===== config.mk =====
export PLATFORM = sky130hd
export DESIGN_NAME = nested_tlv_stream_parser
export DESIGN_NICKNAME = d
export VERILOG_FILES = /design/src/ntlv_pkg.sv /design/src/ntlv_step.sv /design/src/ntlv_outq.sv /design/src/nested_tlv_stream_parser.sv
export SDC_FILE = /design/constraint.sdc
export NUM_CORES = 1
export LEC_CHECK = 0
export BUFFER_PORTS_ARGS = -buffer_cell sky130_fd_sc_hd__buf_4
export CELL_PAD_IN_SITES_DETAIL_PLACEMENT = 1
export CELL_PAD_IN_SITES_GLOBAL_PLACEMENT = 1
export CORE_ASPECT_RATIO = 1.2
export CORE_MARGIN = 2
export CORE_UTILIZATION = 40
export CTS_CLUSTER_DIAMETER = 100
export DETAILED_ROUTE_END_ITERATION = 10
export PLACE_DENSITY_LB_ADDON = 0.1
export SYNTH_ARGS = -nofsm -noshare
export SYNTH_HDL_FRONTEND = slang
export SYNTH_SLANG_ARGS = --single-unit

===== constraint.sdc =====
create_clock -name clk -period 4 [get_ports clk]
set_clock_uncertainty 0.1 [all_clocks]
set_input_delay 0.4 -clock clk [delete_from_list [all_inputs] [get_ports clk]]
set_output_delay 0.4 -clock clk [all_outputs]
set_load 0.05 [all_outputs]

===== src/ntlv_pkg.sv =====
// Shared types and constants for the nested tag-length-value stream parser.
// Used by ntlv_step, ntlv_outq and nested_tlv_stream_parser; no dependencies.
`timescale 1ns / 1ps

package ntlv_pkg;

  localparam int MAX_DEPTH   = 16;
  localparam int COUNT_WIDTH = 24;
  localparam int LEVEL_W     = $clog2(MAX_DEPTH + 1);

  // Marker bytes of the format.
  localparam logic [7:0] MK_NUL     = 8'h00;
  localparam logic [7:0] MK_END     = 8'h01;
  localparam logic [7:0] MK_COPEN   = 8'h02;
  localparam logic [7:0] MK_CCLOSE  = 8'h03;
  localparam logic [7:0] MK_FOPEN   = 8'h04;
  localparam logic [7:0] MK_FCLOSE  = 8'h05;

  // Byte classes.
  localparam logic [3:0] CL_STREAM_END  = 4'd0;
  localparam logic [3:0] CL_COPEN       = 4'd1;
  localparam logic [3:0] CL_CNAME       = 4'd2;
  localparam logic [3:0] CL_NAME_NUL    = 4'd3;
  localparam logic [3:0] CL_FOPEN       = 4'd4;
  localparam logic [3:0] CL_FNAME       = 4'd5;
  localparam logic [3:0] CL_LEN_LO      = 4'd6;
  localparam logic [3:0] CL_LEN_HI      = 4'd7;
  localparam logic [3:0] CL_DATA        = 4'd8;
  localparam logic [3:0] CL_FIELD_NUL   = 4'd9;
  localparam logic [3:0] CL_FCLOSE      = 4'd10;
  localparam logic [3:0] CL_CCLOSE      = 4'd11;
  localparam logic [3:0] CL_IGNORED     = 4'd12;

  // Parse status codes.
  localparam logic [1:0] ST_BUSY = 2'd0;
  localparam logic [1:0] ST_DONE = 2'd1;
  localparam logic [1:0] ST_BAD  = 2'd2;

  typedef enum logic [8:0] {
    PH_TOP    = 9'b000000001,
    PH_CNAME  = 9'b000000010,
    PH_BODY   = 9'b000000100,
    PH_FNAME  = 9'b000001000,
    PH_LENLO  = 9'b000010000,
    PH_LENHI  = 9'b000100000,
    PH_DATA   = 9'b001000000,
    PH_FNUL   = 9'b010000000,
    PH_FCLOSE = 9'b100000000
  } phase_t;

  typedef struct packed {
    phase_t                   phase;
    logic [LEVEL_W-1:0]       level;
    logic [15:0]              left;
    logic [COUNT_WIDTH-1:0]   pos;
    logic                     finished;
    logic                     failed;
  } parse_state_t;

  typedef struct packed {
    logic [3:0]  byte_class;
    logic [7:0]  byte_out;
    logic [4:0]  nesting_depth;
    logic [1:0]  parse_status;
    logic [23:0] consumed_count;
  } result_t;

  typedef struct packed {
    logic full;
    logic empty;
  } outq_stat_t;

endpackage


===== src/ntlv_step.sv =====
// Next-state and result logic for one byte of the parser.
// Purely combinational; depends on ntlv_pkg.
`timescale 1ns / 1ps

module ntlv_step (
  input  ntlv_pkg::parse_state_t cur,
  input  logic [7:0]             byte_value,
  input  logic                   last_byte,
  input  logic                   single_message_mode,
  output ntlv_pkg::parse_state_t nxt,
  output ntlv_pkg::result_t      res
);
  import ntlv_pkg::*;

  parse_state_t           upd;
  logic [3:0]             cls;
  logic                   bad;
  logic                   done;
  logic [15:0]            left_dec;
  logic [15:0]            len_full;
  logic [1:0]             status;

  assign left_dec = (cur.left != 16'd0) ? cur.left - 16'd1 : 16'd0;
  assign len_full = {byte_value, cur.left[7:0]};

  always_comb begin
    upd  = cur;
    cls  = CL_IGNORED;
    bad  = 1'b0;
    done = 1'b0;
    if (!cur.finished && !cur.failed) begin
      if (cur.pos != {COUNT_WIDTH{1'b1}}) begin
        upd.pos = cur.pos + COUNT_WIDTH'(1);
      end
      case (cur.phase)
        PH_TOP: begin
          if (byte_value == MK_COPEN) begin
            cls       = CL_COPEN;
            upd.level = LEVEL_W'(1);
            upd.phase = PH_CNAME;
          end else if (byte_value == MK_END && !single_message_mode) begin
            cls  = CL_STREAM_END;
            done = 1'b1;
          end else begin
            bad = 1'b1;
          end
        end
        PH_CNAME: begin
          if (byte_value == MK_NUL) begin
            cls       = CL_NAME_NUL;
            upd.phase = PH_BODY;
          end else begin
            cls = CL_CNAME;
          end
        end
        PH_BODY: begin
          if (byte_value == MK_CCLOSE) begin
            cls       = CL_CCLOSE;
            upd.level = cur.level - LEVEL_W'(1);
            if (cur.level == LEVEL_W'(1)) begin
              upd.phase = PH_TOP;
              done      = single_message_mode;
            end
          end else if (byte_value == MK_COPEN) begin
            if (cur.level >= LEVEL_W'(MAX_DEPTH)) begin
              bad = 1'b1;
            end else begin
              cls       = CL_COPEN;
              upd.level = cur.level + LEVEL_W'(1);
              upd.phase = PH_CNAME;
            end
          end else if (byte_value == MK_FOPEN) begin
            cls       = CL_FOPEN;
            upd.phase = PH_FNAME;
          end else begin
            bad = 1'b1;
          end
        end
        PH_FNAME: begin
          if (byte_value == MK_NUL) begin
            cls       = CL_NAME_NUL;
            upd.phase = PH_LENLO;
          end else begin
            cls = CL_FNAME;
          end
        end
        PH_LENLO: begin
          cls       = CL_LEN_LO;
          upd.left  = {8'd0, byte_value};
          upd.phase = PH_LENHI;
        end
        PH_LENHI: begin
          cls       = CL_LEN_HI;
          upd.left  = len_full;
          upd.phase = (len_full != 16'd0) ? PH_DATA : PH_FNUL;
        end
        PH_DATA: begin
          cls      = CL_DATA;
          upd.left = left_dec;
          if (left_dec == 16'd0) begin
            upd.phase = PH_FNUL;
          end
        end
        PH_FNUL: begin
          if (byte_value == MK_NUL) begin
            cls       = CL_FIELD_NUL;
            upd.phase = PH_FCLOSE;
          end else begin
            bad = 1'b1;
          end
        end
        PH_FCLOSE: begin
          if (byte_value == MK_FCLOSE) begin
            cls       = CL_FCLOSE;
            upd.phase = PH_BODY;
          end else begin
            bad = 1'b1;
          end
        end
        default: begin
          bad = 1'b1;
        end
      endcase
      if (bad) begin
        cls        = CL_IGNORED;
        upd.failed = 1'b1;
      end else if (done) begin
        upd.finished = 1'b1;
      end else if (last_byte) begin
        // A clean buffer end is only legal between containers in stream mode.
        if (upd.phase == PH_TOP && !single_message_mode) begin
          upd.finished = 1'b1;
        end else begin
          upd.failed = 1'b1;
        end
      end
      if (upd.finished || upd.failed) begin
        upd.level = '0;
      end
    end
  end

  always_comb begin
    if (upd.failed) begin
      status = ST_BAD;
    end else if (upd.finished) begin
      status = ST_DONE;
    end else begin
      status = ST_BUSY;
    end
  end

  assign res.byte_class     = cls;
  assign res.byte_out       = byte_value;
  assign res.nesting_depth  = 5'(upd.level);
  assign res.parse_status   = status;
  assign res.consumed_count = (status == ST_DONE) ? 24'(upd.pos) : 24'd0;

  // The parse context returns to reset after the final byte of a buffer.
  always_comb begin
    nxt = upd;
    if (last_byte) begin
      nxt.phase    = PH_TOP;
      nxt.level    = '0;
      nxt.left     = 16'd0;
      nxt.pos      = '0;
      nxt.finished = 1'b0;
      nxt.failed   = 1'b0;
    end
  end

endmodule


===== src/ntlv_outq.sv =====
// Two-entry result queue: an output register plus a skid slot.
// Depends on ntlv_pkg for the result type.
`timescale 1ns / 1ps

module ntlv_outq (
  input  logic                   clk,
  input  logic                   rst,
  input  logic                   push,
  input  ntlv_pkg::result_t      push_data,
  input  logic                   pop,
  output ntlv_pkg::result_t      head,
  output ntlv_pkg::outq_stat_t   stat
);
  import ntlv_pkg::*;

  result_t    slot0;
  result_t    slot1;
  logic [1:0] fill;

  always_ff @(posedge clk) begin
    if (rst) begin
      fill <= 2'd0;
    end else begin
      case (fill)
        2'd0: begin
          if (push) begin
            slot0 <= push_data;
            fill  <= 2'd1;
          end
        end
        2'd1: begin
          if (push && pop) begin
            slot0 <= push_data;
          end else if (push) begin
            slot1 <= push_data;
            fill  <= 2'd2;
          end else if (pop) begin
            fill <= 2'd0;
          end
        end
        2'd2: begin
          if (pop) begin
            slot0 <= slot1;
            fill  <= 2'd1;
          end
        end
        default: begin
          fill <= 2'd0;
        end
      endcase
    end
  end

  assign head       = slot0;
  assign stat.full  = (fill == 2'd2);
  assign stat.empty = (fill == 2'd0);

endmodule


===== src/nested_tlv_stream_parser.sv =====
// Nested tag-length-value stream parser, one byte per beat.
// The result for a byte is registered into the result queue when the byte is accepted.
// Throughput: one byte per cycle while item_stall is low; the parse state
// register closes the loop, and a two-entry result queue absorbs output stall.
// Reset (rst, synchronous, active high) clears the parse state, the queue and
// sets the registered mode to 0 (stream mode).
`timescale 1ns / 1ps

module nested_tlv_stream_parser (
  input  logic        clk,
  input  logic        rst,
  input  logic        cfg_valid,
  output logic        cfg_ready,
  input  logic        single_message_mode,
  input  logic        item_valid,
  output logic        item_stall,
  input  logic [7:0]  byte_value,
  input  logic        last_byte,
  output logic        result_valid,
  input  logic        result_stall,
  output logic [3:0]  byte_class,
  output logic [7:0]  byte_out,
  output logic [4:0]  nesting_depth,
  output logic [1:0]  parse_status,
  output logic [23:0] consumed_count
);
  import ntlv_pkg::*;

  logic         mode;
  parse_state_t state;
  parse_state_t state_next;
  result_t      step_res;
  result_t      head;
  outq_stat_t   qstat;
  logic         accept;
  logic         pop;

  assign cfg_ready = 1'b1;

  always_ff @(posedge clk) begin
    if (rst) begin
      mode <= 1'b0;
    end else if (cfg_valid) begin
      mode <= single_message_mode;
    end
  end

  assign item_stall = qstat.full;
  assign accept     = item_valid && !item_stall;
  assign pop        = result_valid && !result_stall;

  ntlv_step u_step (
    .cur                 (state),
    .byte_value          (byte_value),
    .last_byte           (last_byte),
    .single_message_mode (mode),
    .nxt                 (state_next),
    .res                 (step_res)
  );

  always_ff @(posedge clk) begin
    if (rst) begin
      state.phase    <= PH_TOP;
      state.level    <= '0;
      state.left     <= 16'd0;
      state.pos      <= '0;
      state.finished <= 1'b0;
      state.failed   <= 1'b0;
    end else if (accept) begin
      state <= state_next;
    end
  end

  ntlv_outq u_outq (
    .clk       (clk),
    .rst       (rst),
    .push      (accept),
    .push_data (step_res),
    .pop       (pop),
    .head      (head),
    .stat      (qstat)
  );

  assign result_valid   = !qstat.empty;
  assign byte_class     = head.byte_class;
  assign byte_out       = head.byte_out;
  assign nesting_depth  = head.nesting_depth;
  assign parse_status   = head.parse_status;
  assign consumed_count = head.consumed_count;

  // A finished or failed parse always reports depth zero.
  assert property (@(posedge clk) disable iff (rst)
    (result_valid && parse_status != ST_BUSY) |-> (nesting_depth == 5'd0))
    else $error("nonzero depth after parse end");

  // The consumed count is only given with a completed status.
  assert property (@(posedge clk) disable iff (rst)
    (result_valid && parse_status != ST_DONE) |-> (consumed_count == 24'd0))
    else $error("consumed count outside completion");

  // A result leaves the queue only when it was taken.
  assert property (@(posedge clk) disable iff (rst)
    ($fell(result_valid) && $past(!rst)) |-> $past(!result_stall))
    else $error("result dropped while stalled");

  // The queue is full only after a beat was pushed without one taken.
  assert property (@(posedge clk) disable iff (rst)
    ($rose(item_stall) && $past(!rst)) |-> $past(accept && !pop))
    else $error("queue filled without a push");

endmodule

Word level (Yosys, flattened, before mapping):

Cells that the tools add are included.

* flip-flop bits (word level): 145
* latch bits: 0
* bits in writable memories: 0
* ROM bits: 0
* bits of input ports: 15
* output and inout port bits: 46
* logic and storage cells: 154
* memories kept: 0

* add/subtract/negate cells: 4
* $mul: 0
* div/mod/pow operators: 0
* order comparisons: 1
* eq/ne operators: 26
* shifts and indexed selects: 0
* mux-type cells: 73
* bitwise operators: 2
* reduce and logical (&&, ||, !) cells: 29

Operators with widths (number)
* 43-bit two-way mux: 3
* 43-bit case mux with 3 select lines: 1
* 56-bit two-way mux: 2
* 9-bit two-way mux: 9
* 9-bit case mux with 9 select lines: 1
* 24-bit two-way mux: 2
* 16-bit case mux with 3 select lines: 1
* 14-bit two-way mux: 3
* 4-bit case mux with 9 select lines: 1
* 4-bit two-way mux: 8
* 16-bit nonzero test: 2
* 24-bit by 1-bit adder with 24-bit output, second input constant: 1
* 1-bit two-way mux: 24
* 24-bit != test, second input constant: 1
* 9-bit by 1-bit == test with 1-bit output, second input constant: 2
* 8-bit by 2-bit == test with 1-bit output, second input constant: 2
* 8-bit by 3-bit == test with 1-bit output, second input constant: 2
* 16-bit zero test: 1
* 16-bit two-way mux: 1
* 16-bit by 1-bit subtractor with 16-bit output, second input constant: 1
* 2-bit two-way mux: 7
* 4-bit AND reduction: 3
* 5-bit two-way mux: 2
* 5-bit case mux with 2 select lines: 1
* other kinds (36): 54

Logic depth before layout (Yosys ltp):

Gate-level depths: netlist of the first run.

* depth in word-level cells: 22
* mapped depth: 10
* depth with buffers taken out: 9

By module:

A second synthesis of the first run with hierarchy kept.

* cell total of the unflattened synthesis: 959
* area, all modules: 9310.2 µm²

Modules (own cells, without submodules)
* ntlv_outq: times used 1, cells each 148, area an instance 3414.5 µm²
* ntlv_step: times used 1, cells each 549, area an instance 3223.1 µm²
* nested_tlv_stream_parser: times used 1, cells each 262, area an instance 2672.6 µm²

Worst setup path after synthesis of the first run:

Ideal clock, no wire load.

* path type: input to register
* start: input rst
* end: register u_outq.slot0 (netlist bit u_outq.head[0]) (enable)
* arrival: 2633 ps
* data required time: 3456 ps
* slack: 823 ps
* stages on the path: 3
* buffers on the path: 2
* path through: clkbuf_1 > buf_1 > nor2_1

* longest elaborated chain between the ends: 2

Ends and longest elaborated chain
* start: declaration: line nested_tlv_stream_parser.sv:11 `input logic rst,`
* 1-bit NOT (no source line)
* 5-bit AND reduction (no source line)
* end signal: assignment: line ntlv_outq.sv:27 `slot0 <= push_data;`
* end signal: assignment: line ntlv_outq.sv:33 `slot0 <= push_data;`
* end signal: assignment: line ntlv_outq.sv:43 `slot0 <= slot1;`
* end: declaration: line ntlv_outq.sv:16 `result_t slot0;`

Every way passes these cells.
A chain may end at the register's enable or synchronous reset.

Worst setup path in the final report of the first run:

* start: register state[47] in the netlist's numbering
* end: register u_outq.slot0 (netlist bit u_outq.head[2]), data pin

* longest elaborated chain between the ends: 19

Ends and longest elaborated chain
* start: declaration: line nested_tlv_stream_parser.sv:30 `parse_state_t state;`
* start signal: assignment: line nested_tlv_stream_parser.sv:70 `state <= state_next;`
* 9-bit two-way mux or 14-bit two-way mux (tied branches): line ntlv_step.sv:72, ntlv_step.sv:65
* 9-bit two-way mux: line ntlv_step.sv:64 `end else if (byte_value == MK_COPEN) begin`
* 14-bit two-way mux: line ntlv_step.sv:57 `if (byte_value == MK_CCLOSE) begin`
* 9-bit case mux with 9 select lines: line ntlv_step.sv:35 `case (cur.phase)`
* 9-bit two-way mux: line ntlv_step.sv:31 `if (!cur.finished && !cur.failed) begin`
* 9-bit by 1-bit == test with 1-bit output: line ntlv_step.sv:131 `if (upd.phase == PH_TOP && !single_message_mode) begin`
* 1-bit logical AND: line ntlv_step.sv:131
* 1-bit two-way mux: line ntlv_step.sv:131
* [3 not listed]
* 1-bit two-way mux: line ntlv_step.sv:31
* 56-bit two-way mux (*): line ntlv_step.sv:31
* 1-bit two-way mux: line ntlv_step.sv:146 `end else if (upd.finished) begin`
* 2-bit two-way mux (*): line ntlv_step.sv:144 `if (upd.failed) begin`
* 2-bit by 1-bit == test with 1-bit output (*): line ntlv_step.sv:157 `assign res.consumed_count = (status == ST_DONE) ? 24'(upd.pos) : 24'd0;`
* 24-bit two-way mux (*): line ntlv_step.sv:157
* 43-bit two-way mux (on tied branches): line ntlv_outq.sv:32, ntlv_outq.sv:26
* 43-bit case mux with 3 select lines (*): line ntlv_outq.sv:24 `case (fill)`

Mark *: on every way between the ends. The rest lies on a longest branch, timed or not. The select of a mux whose other input is x is not followed.

==> results.cfg, run 1 <==
[setup_path]
critPathCaptureType = register
arrival_ns = 3.40
path_class = reg2reg
startpoint_type = register
worst-path-max-fanout = 50
cp.required_ns = 4.06
r2r_cells = 8

[clocking]
cts-root-buf = clkbuf_16
post-cts-setup-buffers = 0
clock_sinks = 145
cts_buffers = 17
clk_latency_ns = 0.44
ctsResizeCount = 0
postCtsHoldBufs = 0
cts_tree = yes
path_clk_slew_ns = 0.07
cts_buffer_depth = 2
cts.htree.levels = 4

[yosys]
yosys_register_bits = 145
yosysTopAreaCell = edfxtp_1
ys_seq_area_share_pct = 47.4
syn-num-nets = 874
avgSynthCellArea_um2 = 9.30
async_flop_share_pct = 0
yosysMostFrequentCell = nor2_1
synthTopCellsByCount = 130 x nor2_1, 91 x nand2_1, 86 x edfxtp_1, 59 x dfxtp_1, 46 x clkbuf_1
yosysWarnings = 0
netlist_instances = 854
synth_ff_type = edfxtp_1
synth_edf_count = 86
synth_cell_types = 72
yosys.area.top_type_share_pct = 32.5
synthesis.area_mm2 = 0.00794
netlist_top_cells_area = edfxtp_1 33%, dfxtp_1 15%, nor2_1 6.1%

[drt]
drcViolationCount = 0
drtIter0Drc = 312
ant_nets = 0
viasPerCell = 5.79
vias = 6767
first_pass_iters = 4
wl_mm = 24.3
post_drt_wl_per_cell_um = 20.8

[global_routing]
grt_pass1_wl_mm = 39.1
grt_pass1_vias = 7058
overflow = 0
grtUsageTotal_pct = 23.8
grt.met2_usage_pct = 43.6
antenna_found_initial = 0
grt_max_degree = 58
grt_util_met1_pct = 27.3
grt-busiest-layer = met2
grt_use_met3_pct = 4.30

[worst_hold_path]
hold_depth = 1
hold_path.class = in2reg

[placed_design]
place_inst = 1137
place_ws_ns = 0.305
place_congestion = 0.898
placedInstanceArea_mm2 = 0.00866
dp_hpwl_mm = 17.5
portBuffers = 59

[floorplanning]
die_h_um = 158
initial_utilization_pct = 40.6
ios = 61
num_rows = 56
core_area_mm2 = 0.0195
dieArea_mm2 = 0.0210
die_w_um = 133

[power]
ir_drop_uv = 273
p_per_area_mw_per_mm2 = 391
p_leak_nw = 3.28
p_total_mw = 3.63

[sta]
timing.final.crit_share_pct = 83.5
hold_viol = 0
layout_setup_ws_ns = 0.659
tightest_slew_ns = 0.966
rsz0062_at_grt = no
tns_ns = 0
period_needed_ns = 3.34
relSlewSlack_pct = 34.7
setup_viol = 0
fmax_ghz = 0.299
slew_violations = 0

[finish]
fin_nets = 915
drive_above_1_share_pct = 18.0
finalNonFillerCells = 1169
antenna_cells = 0
fin_area_mm2 = 0.00929
fillerInstances = 2240
synthToLayoutAreaGrowth_pct = 17.0

[run_status]
run_status = completed

[run]
maxCapViolations = 0
## sequential cells by signal (all words and copies together) (netlist names)
name and count:
mode 1, u_outq.slot1 43, state 56, u_outq.fill 2, u_outq.head 43
## cell families after synthesis
group	Yosys count	synth area share, %
AND/OR/NAND/NOR	387	23.8
AO/OA/AOI/OAI	197	18.5
flip-flops	145	47.4
buffers and inverters	70	3.78
XOR/XNOR	36	3.97
multiplexers	13	1.76
adder cells (fa/ha/maj)	5	0.788
other	1	0.0472
## cells in the final DEF (no fill, tap or decap), types with 6 or more instances in the layout
cell / instances
a21oi_1: 38
a22o_1: 7
a22oi_1: 23
a2bb2oi_1: 9
a31oi_1: 7
and2_1: 6
and3_1: 14
buf_4: 79
clkbuf_16: 17
dfxtp_1: 59
edfxtp_1: 86
inv_1: 10
mux2_2: 8
nand2_1: 91
nand2b_1: 10
nand3_1: 22
nand3b_1: 7
nand4_1: 17
nor2_1: 128
nor3_1: 29
nor4_1: 14
nor4b_1: 6
o21ai_0: 39
o31ai_2: 24
or3_1: 11
xnor2_1: 20
xor2_1: 16
## where the power goes
group,switching (mW),total (mW),internal [mW],leakage [nW]
registers,0.0129,1.62,1.61,1.32
logic,0.206,0.279,0.0731,1.64
clock network,0.719,1.73,1.01,0.314
total,0.938,3.63,2.69,3.28
## worst paths after layout
check             slack, ns                         end                       start
setup / recovery       0.66    u_outq.head[2]$_DFFE_PP_      state[47]$_SDFFE_PP1P_
hold / removal         0.10  u_outq.slot1[35]$_DFFE_PP_               byte_value[4]
setup reg to reg       0.66    u_outq.head[2]$_DFFE_PP_      state[47]$_SDFFE_PP1P_
hold reg to reg        0.42   u_outq.head[38]$_DFFE_PP_  u_outq.slot1[38]$_DFFE_PP_
## worst max-delay path, stage by stage (launching register included)
cell and delay (ns):
dfxtp_1 0.42, or4_1 0.68, nor4_1 0.65, a22oi_1 0.26, nand4_1 0.22, nor4_4 0.08, a31oi_4 0.22, buf_12 0.27
o31ai_2 0.11
## layer usage
metal  part of all wire (%)  vias to the layer above
met3                    2.6                       58
met2                     53                      111
li1                       -                     3237
met5                      0                        -
met4                    3.5                        0
met1                     41                     3361
## metrics by stage
stage / hold WS, ns / utilization [%]
4_1_cts: 0.0814 / 47.5
3_5_place_dp: 0.399 / 44.3
3_3_place_gp: 0.395 / 44.3
5_1_grt: 0.0811 / 47.5
2_1_floorplan: 0.384 / -
6_report: 0.101 / 47.5
## final cells by class
cell class,instances,area (µm²),share of cell area (%)
Sequential cell,145,3760,40.5
Inverter,11,41.3,0.444
Clock buffer,17,425,4.58
Timing Repair Buffer,81,633,6.81
Clock inverter,15,209,2.25
Multi-Input combinational cell,639,3890,41.9
Tap cell,261,327,3.51
Power figures use the tool's default switching activity.
==> run 2: changes to the inputs <==
--- a/config.mk
+++ b/config.mk
@@ -5,6 +5,7 @@
 export SDC_FILE = /design/constraint.sdc
 export NUM_CORES = 1
 export LEC_CHECK = 0
+export ABC_AREA = 1
 export BUFFER_PORTS_ARGS = -buffer_cell sky130_fd_sc_hd__buf_4
 export CELL_PAD_IN_SITES_DETAIL_PLACEMENT = 1
 export CELL_PAD_IN_SITES_GLOBAL_PLACEMENT = 1
==> constraint.sdc (replaced) <==
create_clock -name clk -period 2.8 [get_ports clk]
set_clock_uncertainty 0.1 [all_clocks]
set_input_delay 0.28 -clock clk [delete_from_list [all_inputs] [get_ports clk]]
set_output_delay 0.28 -clock clk [all_outputs]
set_load 0.05 [all_outputs]
==> results.cfg, run 2 <==
[run_status]
run_status = completed

[yosys]
async_flop_share_pct = 0
netlist_instances = 996
avgSynthCellArea_um2 = 8.04
yosys.area.top_type_share_pct = 32.2
synth_edf_count = 86
syn-num-nets = 1016
yosys_register_bits = 145
yosysTopAreaCell = edfxtp_1
yosysWarnings = 0
synthesis.area_mm2 = 0.00801
ys_seq_area_share_pct = 47.0
netlist_top_cells_area = edfxtp_1 32%, dfxtp_1 15%, nand2_1 13%
yosysMostFrequentCell = nand2_1
synthTopCellsByCount = 275 x nand2_1, 98 x nor2_1, 86 x edfxtp_1, 86 x inv_1, 60 x a21oi_1
synth_ff_type = edfxtp_1
synth_cell_types = 55

[floorplanning]
dieArea_mm2 = 0.0212
core_area_mm2 = 0.0196
num_rows = 56
die_w_um = 133
ios = 61
die_h_um = 159
initial_utilization_pct = 40.8

[finish]
final_cell_mix = 267 x nand2_1, 107 x buf_4, 88 x nor2_1, 86 x inv_1, 86 x edfxtp_1
fin_area_mm2 = 0.00994
final_common_cell = nand2_1
drive_above_1_share_pct = 22.9
synthToLayoutAreaGrowth_pct = 24.1
fillerInstances = 2416
fin_nets = 1123
regMostFlops = state
finalNonFillerCells = 1377
largest_register_ffs = 56
antenna_cells = 0

[setup_path]
crit_buf_inv = 4
crit_family = simple AND/OR/NAND/NOR gates
critPathCaptureType = register
cp.required_ns = 3.00
path_class = in2reg
crit_path_cell_trace = dlygate4sd3_1 > buf_4 > inv_2 > nand2_2 > nor2_8 > nand4_1 > nand2_1 > o21ai_2 > nor2_4 > nand2_2 > nor2_4 > nand2_2 > o21ai_4 > nand2_4 > clkbuf_16 > nor2_2 > nand2_1 > nand2_1
cpMaxStageDelayCell = dlygate4sd3_1
max_stage_delay_ns = 0.54
worst-path-max-fanout = 7
startpoint_type = input pin
arrival_ns = 2.93

[clocking]
cts_buffer_depth = 2
path_clk_slew_ns = 0.07
cts_buffers = 17
cts-root-buf = clkbuf_16
cts_tree = yes
clock_sinks = 145
cts.htree.levels = 4
clk_latency_ns = 0.43

[drt]
wl_mm = 22.9
first_pass_iters = 4
ant_nets = 0
vias = 7068
post_drt_wl_per_cell_um = 16.6
drcViolationCount = 0
drtIter0Drc = 338
viasPerCell = 5.13

[global_routing]
grt_util_met1_pct = 26.4
overflow = 0
grt_use_met3_pct = 3.44
antenna_found_initial = 0
grt_max_degree = 51
grt_pass1_wl_mm = 37.3
grtUsageTotal_pct = 22.0
grt-busiest-layer = met2
grt_pass1_vias = 7364
grt.met2_usage_pct = 40.4

[sta]
rsz0062_at_grt = yes
fmax_ghz = 0.367
hold_viol = 0
slew_violations = 0
tightest_slew_ns = 0.562
setup_viol = 0
timing.final.crit_share_pct = 97.3
relSlewSlack_pct = 62.5
period_needed_ns = 2.72

[worst_hold_path]
hold_path.class = in2reg

[power]
p_per_area_mw_per_mm2 = 544
ir_drop_uv = 463
intPower_mw = 3.86
p_sw_mw = 1.55
clockPowerShare_pct = 42.2
p_leak_nw = 3.81
p_comb_share_pct = 14.3
power_frac_seq_pct = 43.5
netSwitchingFraction_pct = 28.6

[placed_design]
dp_hpwl_mm = 16.3
portBuffers = 59
place_congestion = 0.876
place_inst = 1327
placedInstanceArea_mm2 = 0.00900

[run]
maxCapViolations = 0
[run 2: worst paths after layout]
kind	start	cells past startpoint	slack [ns]	endpoint
max reg2reg	state[53]$_SDFFE_PP0P_	18	0.20	u_outq.head[12]$_DFFE_PP_
min reg2reg	state[21]$_SDFFE_PP0P_	2	0.39	state[21]$_SDFFE_PP0P_
max	byte_value[4]	18	0.08	u_outq.head[0]$_DFFE_PP_
min	result_stall	3	0.08	u_outq.fill[1]$_SDFFE_PP0P_
[run 2: kinds of logic (layout without fill, tap and decap cells)]
kind of cell	count (synthesis)	count (layout)	synth area share [%]
AOI/OAI and AO/OA	151	151	10.8
other	1	1	0.0468
adders and majority gates	5	5	0.781
and+or+nand+nor	531	531	31.4
DFF	145	145	47.0
buffers and inverters	137	257	7.17
xor gates and xnor gates	26	26	2.84
[run 2: through the flow]
stage	util [%]	hold WS, ns	worst slack [ns]	setup TNS (ns)	power [mW]
2_1_floorplan	-	0.279	0.180	0	2.87
5_1_grt	50.7	0.0947	-0.0711	-0.973	5.61
3_3_place_gp	45.9	0.356	0.126	0	3.14
6_report	50.7	0.0840	0.0770	0	5.41
4_1_cts	49.4	0.0818	0.0331	0	5.45
3_5_place_dp	45.9	0.379	0.136	0	3.15
[run 2: worst min-delay path: stages]
cell	delay, ns
buf_4	0.11
inv_1	0.10
a211oi_1	0.06
[run 2: final cells by class]
cell class	count	area [µm²]	share of cell area [%]
clock inverter	14	144	1.45
sequential	145	3760	37.9
inverter	103	418	4.20
timing repair buffer	122	1010	10.2
tap	261	327	3.28
multi-input combinational	714	3840	38.6
clock buffer	18	439	4.42
[run 2: power by group through the flow]
stage	registers, mW	logic [mW]	clock network (mW)
floorplan	2.54	0.332	0
global placement	2.40	0.742	0
detailed placement	2.40	0.749	0
CTS	2.36	0.763	2.33
global route	2.36	0.841	2.41
finish	2.36	0.774	2.28
[run 2: layer usage]
layer / up-vias / share of wire (%)
li1: 3528 / -
met1: 3408 / 43
met2: 92 / 52
met3: 40 / 2.2
met4: 0 / 2.1
met5: - / 0
[run 2: what timing repair did]
item	CTS	global route
hold buffers	10	0
endpoints found under the hold margin	9	0
buffers inserted	0	6
resized for setup	0	42
endpoints found under the setup margin	0	49
==> run 3: changes to the inputs <==
--- a/config.mk
+++ b/config.mk
@@ -10,7 +10,6 @@
 export CELL_PAD_IN_SITES_DETAIL_PLACEMENT = 1
 export CELL_PAD_IN_SITES_GLOBAL_PLACEMENT = 1
 export CORE_ASPECT_RATIO = 1.2
-export CORE_MARGIN = 2
 export CORE_UTILIZATION = 40
 export CTS_CLUSTER_DIAMETER = 100
 export DETAILED_ROUTE_END_ITERATION = 10
==> results.cfg, run 3 (synthesis gave the netlist of run 2 again) <==
[run_status]
run_status = completed

[drt]
vias = 7058
post_drt_wl_per_cell_um = 16.5
first_pass_iters = 4
wl_mm = 22.6
drcViolationCount = 0
ant_nets = 0
drtIter0Drc = 405
viasPerCell = 5.14

[finish]
regMostFlops = state
final_common_cell = nand2_1
fin_nets = 1118
largest_register_ffs = 56
synthToLayoutAreaGrowth_pct = 21.2
drive_above_1_share_pct = 20.7
antenna_cells = 0
fillerInstances = 2437
final_cell_mix = 274 x nand2_1, 105 x buf_4, 95 x nor2_1, 86 x inv_1, 86 x edfxtp_1

[clocking]
cts_buffer_depth = 2
cts.htree.levels = 4
cts-root-buf = clkbuf_16
cts_buffers = 17
clock_sinks = 145
clk_latency_ns = 0.44
cts_tree = yes
path_clk_slew_ns = 0.07

[sta]
period_needed_ns = 2.60
rsz0062_at_grt = no
timing.final.crit_share_pct = 92.9
fmax_ghz = 0.384
whs_ns = 0.0630
tns_ns = 0
slew_violations = 0
tightest_slew_ns = 0.556
hold_viol = 0
relSlewSlack_pct = 62.9
setup_viol = 0

[power]
p_comb_share_pct = 14.1
clockPowerShare_pct = 41.8
p_leak_nw = 3.74
ir_drop_uv = 402
p_sw_mw = 1.51
netSwitchingFraction_pct = 28.1
p_total_mw = 5.35
p_per_area_mw_per_mm2 = 551
power_frac_seq_pct = 44.0
intPower_mw = 3.84

[setup_path]
critPathCaptureType = register
path_class = in2reg
arrival_ns = 2.70
cp.required_ns = 2.90
r2r_cells = 15
startpoint_type = input pin
worst-path-max-fanout = 13

[global_routing]
grt_pass1_wl_mm = 37.5
grt_pass1_vias = 7314
overflow = 0
grt_max_degree = 51
antenna_found_initial = 0
grtUsageTotal_pct = 23.1

[floorplanning]
ios = 61
num_rows = 56
initial_utilization_pct = 40.8
die_w_um = 131
dieArea_mm2 = 0.0206
core_area_mm2 = 0.0196
die_h_um = 157

[worst_hold_path]
hold_path.class = in2reg
hold_depth = 3

[placed_design]
dp_hpwl_mm = 16.5
portBuffers = 59
place_congestion = 0.916

[run]
maxCapViolations = 0
## run 3: cell count changes in the layout (fill, tap and decap cells not counted), sizes merged
cell      before  now
clkinvlp       1    3
inv          108  106
buf          110  107
clkinv         7    5
## run 3: final timing paths
check | startpoint | endpoint | slack (ns)
worst max register to register | state[2]$_SDFFE_PP0P_ | u_outq.head[18]$_DFFE_PP_ | 0.21
worst min-delay path | result_stall | u_outq.fill[1]$_SDFFE_PP0P_ | 0.06
worst max-delay path | byte_value[6] | u_outq.head[5]$_DFFE_PP_ | 0.20
worst min register to register | state[26]$_SDFFE_PP0P_ | state[26]$_SDFFE_PP0P_ | 0.37
## run 3: what timing repair did
| item | in CTS | in global routing |
|---|---|---|
| hold buffers | 10 | 0 |
| setup buffers | 0 | 1 |
| setup endpoints to repair | 0 | 22 |
| hold endpoints to repair | 9 | 0 |
| resized for setup | 0 | 7 |
## run 3: power groups by stage
| stage | clock, mW | combinational [mW] | sequential (mW) |
|---|---|---|---|
| global placement | 0 | 0.741 | 2.40 |
| floorplan | 0 | 0.332 | 2.54 |
| finish | 2.24 | 0.755 | 2.36 |
| detailed placement | 0 | 0.751 | 2.40 |
| CTS | 2.30 | 0.765 | 2.36 |
| global route | 2.39 | 0.819 | 2.36 |
## run 3: worst max-delay path, cell delays in order
cell,delay [ns]
dlygate4sd3_1,0.55
buf_4,0.14
inv_2,0.09
nand2_2,0.09
nor2_8,0.18
nand2_4,0.11
clkinv_4,0.10
nand2_1,0.06
nand2_1,0.06
nand2_1,0.05
nand3_1,0.08
nand2_2,0.06
nand2_1,0.09
nand2_1,0.06
nand2_1,0.08
o21ai_2,0.09
nand2_4,0.14
buf_12,0.18
nor2_1,0.07
nand2_1,0.07
nand2_1,0.05
## run 3: through the flow
| stage | utilization [%] | area, µm² | worst slack [ns] | std cells |
|---|---|---|---|---|
| after CTS | 49.3 | 9670 | 0.106 | 1371 |
| after global placement | 45.9 | 9000 | 0.169 | 1329 |
| after global routing | 49.5 | 9710 | 0.000431 | 1372 |
| final | 49.5 | 9710 | 0.198 | 1372 |
| after floorplan | - | 8020 | 0.180 | 996 |
| after detailed placement | 45.9 | 9000 | 0.119 | 1329 |
## run 3: per-layer routing
layer / vias up / track usage [%] / part of all wire [%]
met5: - / 0 / 0
met4: 0 / 9.52 / 2.3
met3: 41 / 3.48 / 2.5
met2: 108 / 43.3 / 53
met1: 3411 / 26.2 / 42
li1: 3498 / - / -
## run 3: cell type report
class	instances	area, µm²	area share, %
tap	261	327	3.36
sequential	145	3760	38.8
timing repair buffer	117	928	9.56
inverter	103	398	4.10
clock inverter	12	125	1.29
clock buffer	20	447	4.60
multi-input combinational	714	3720	38.3
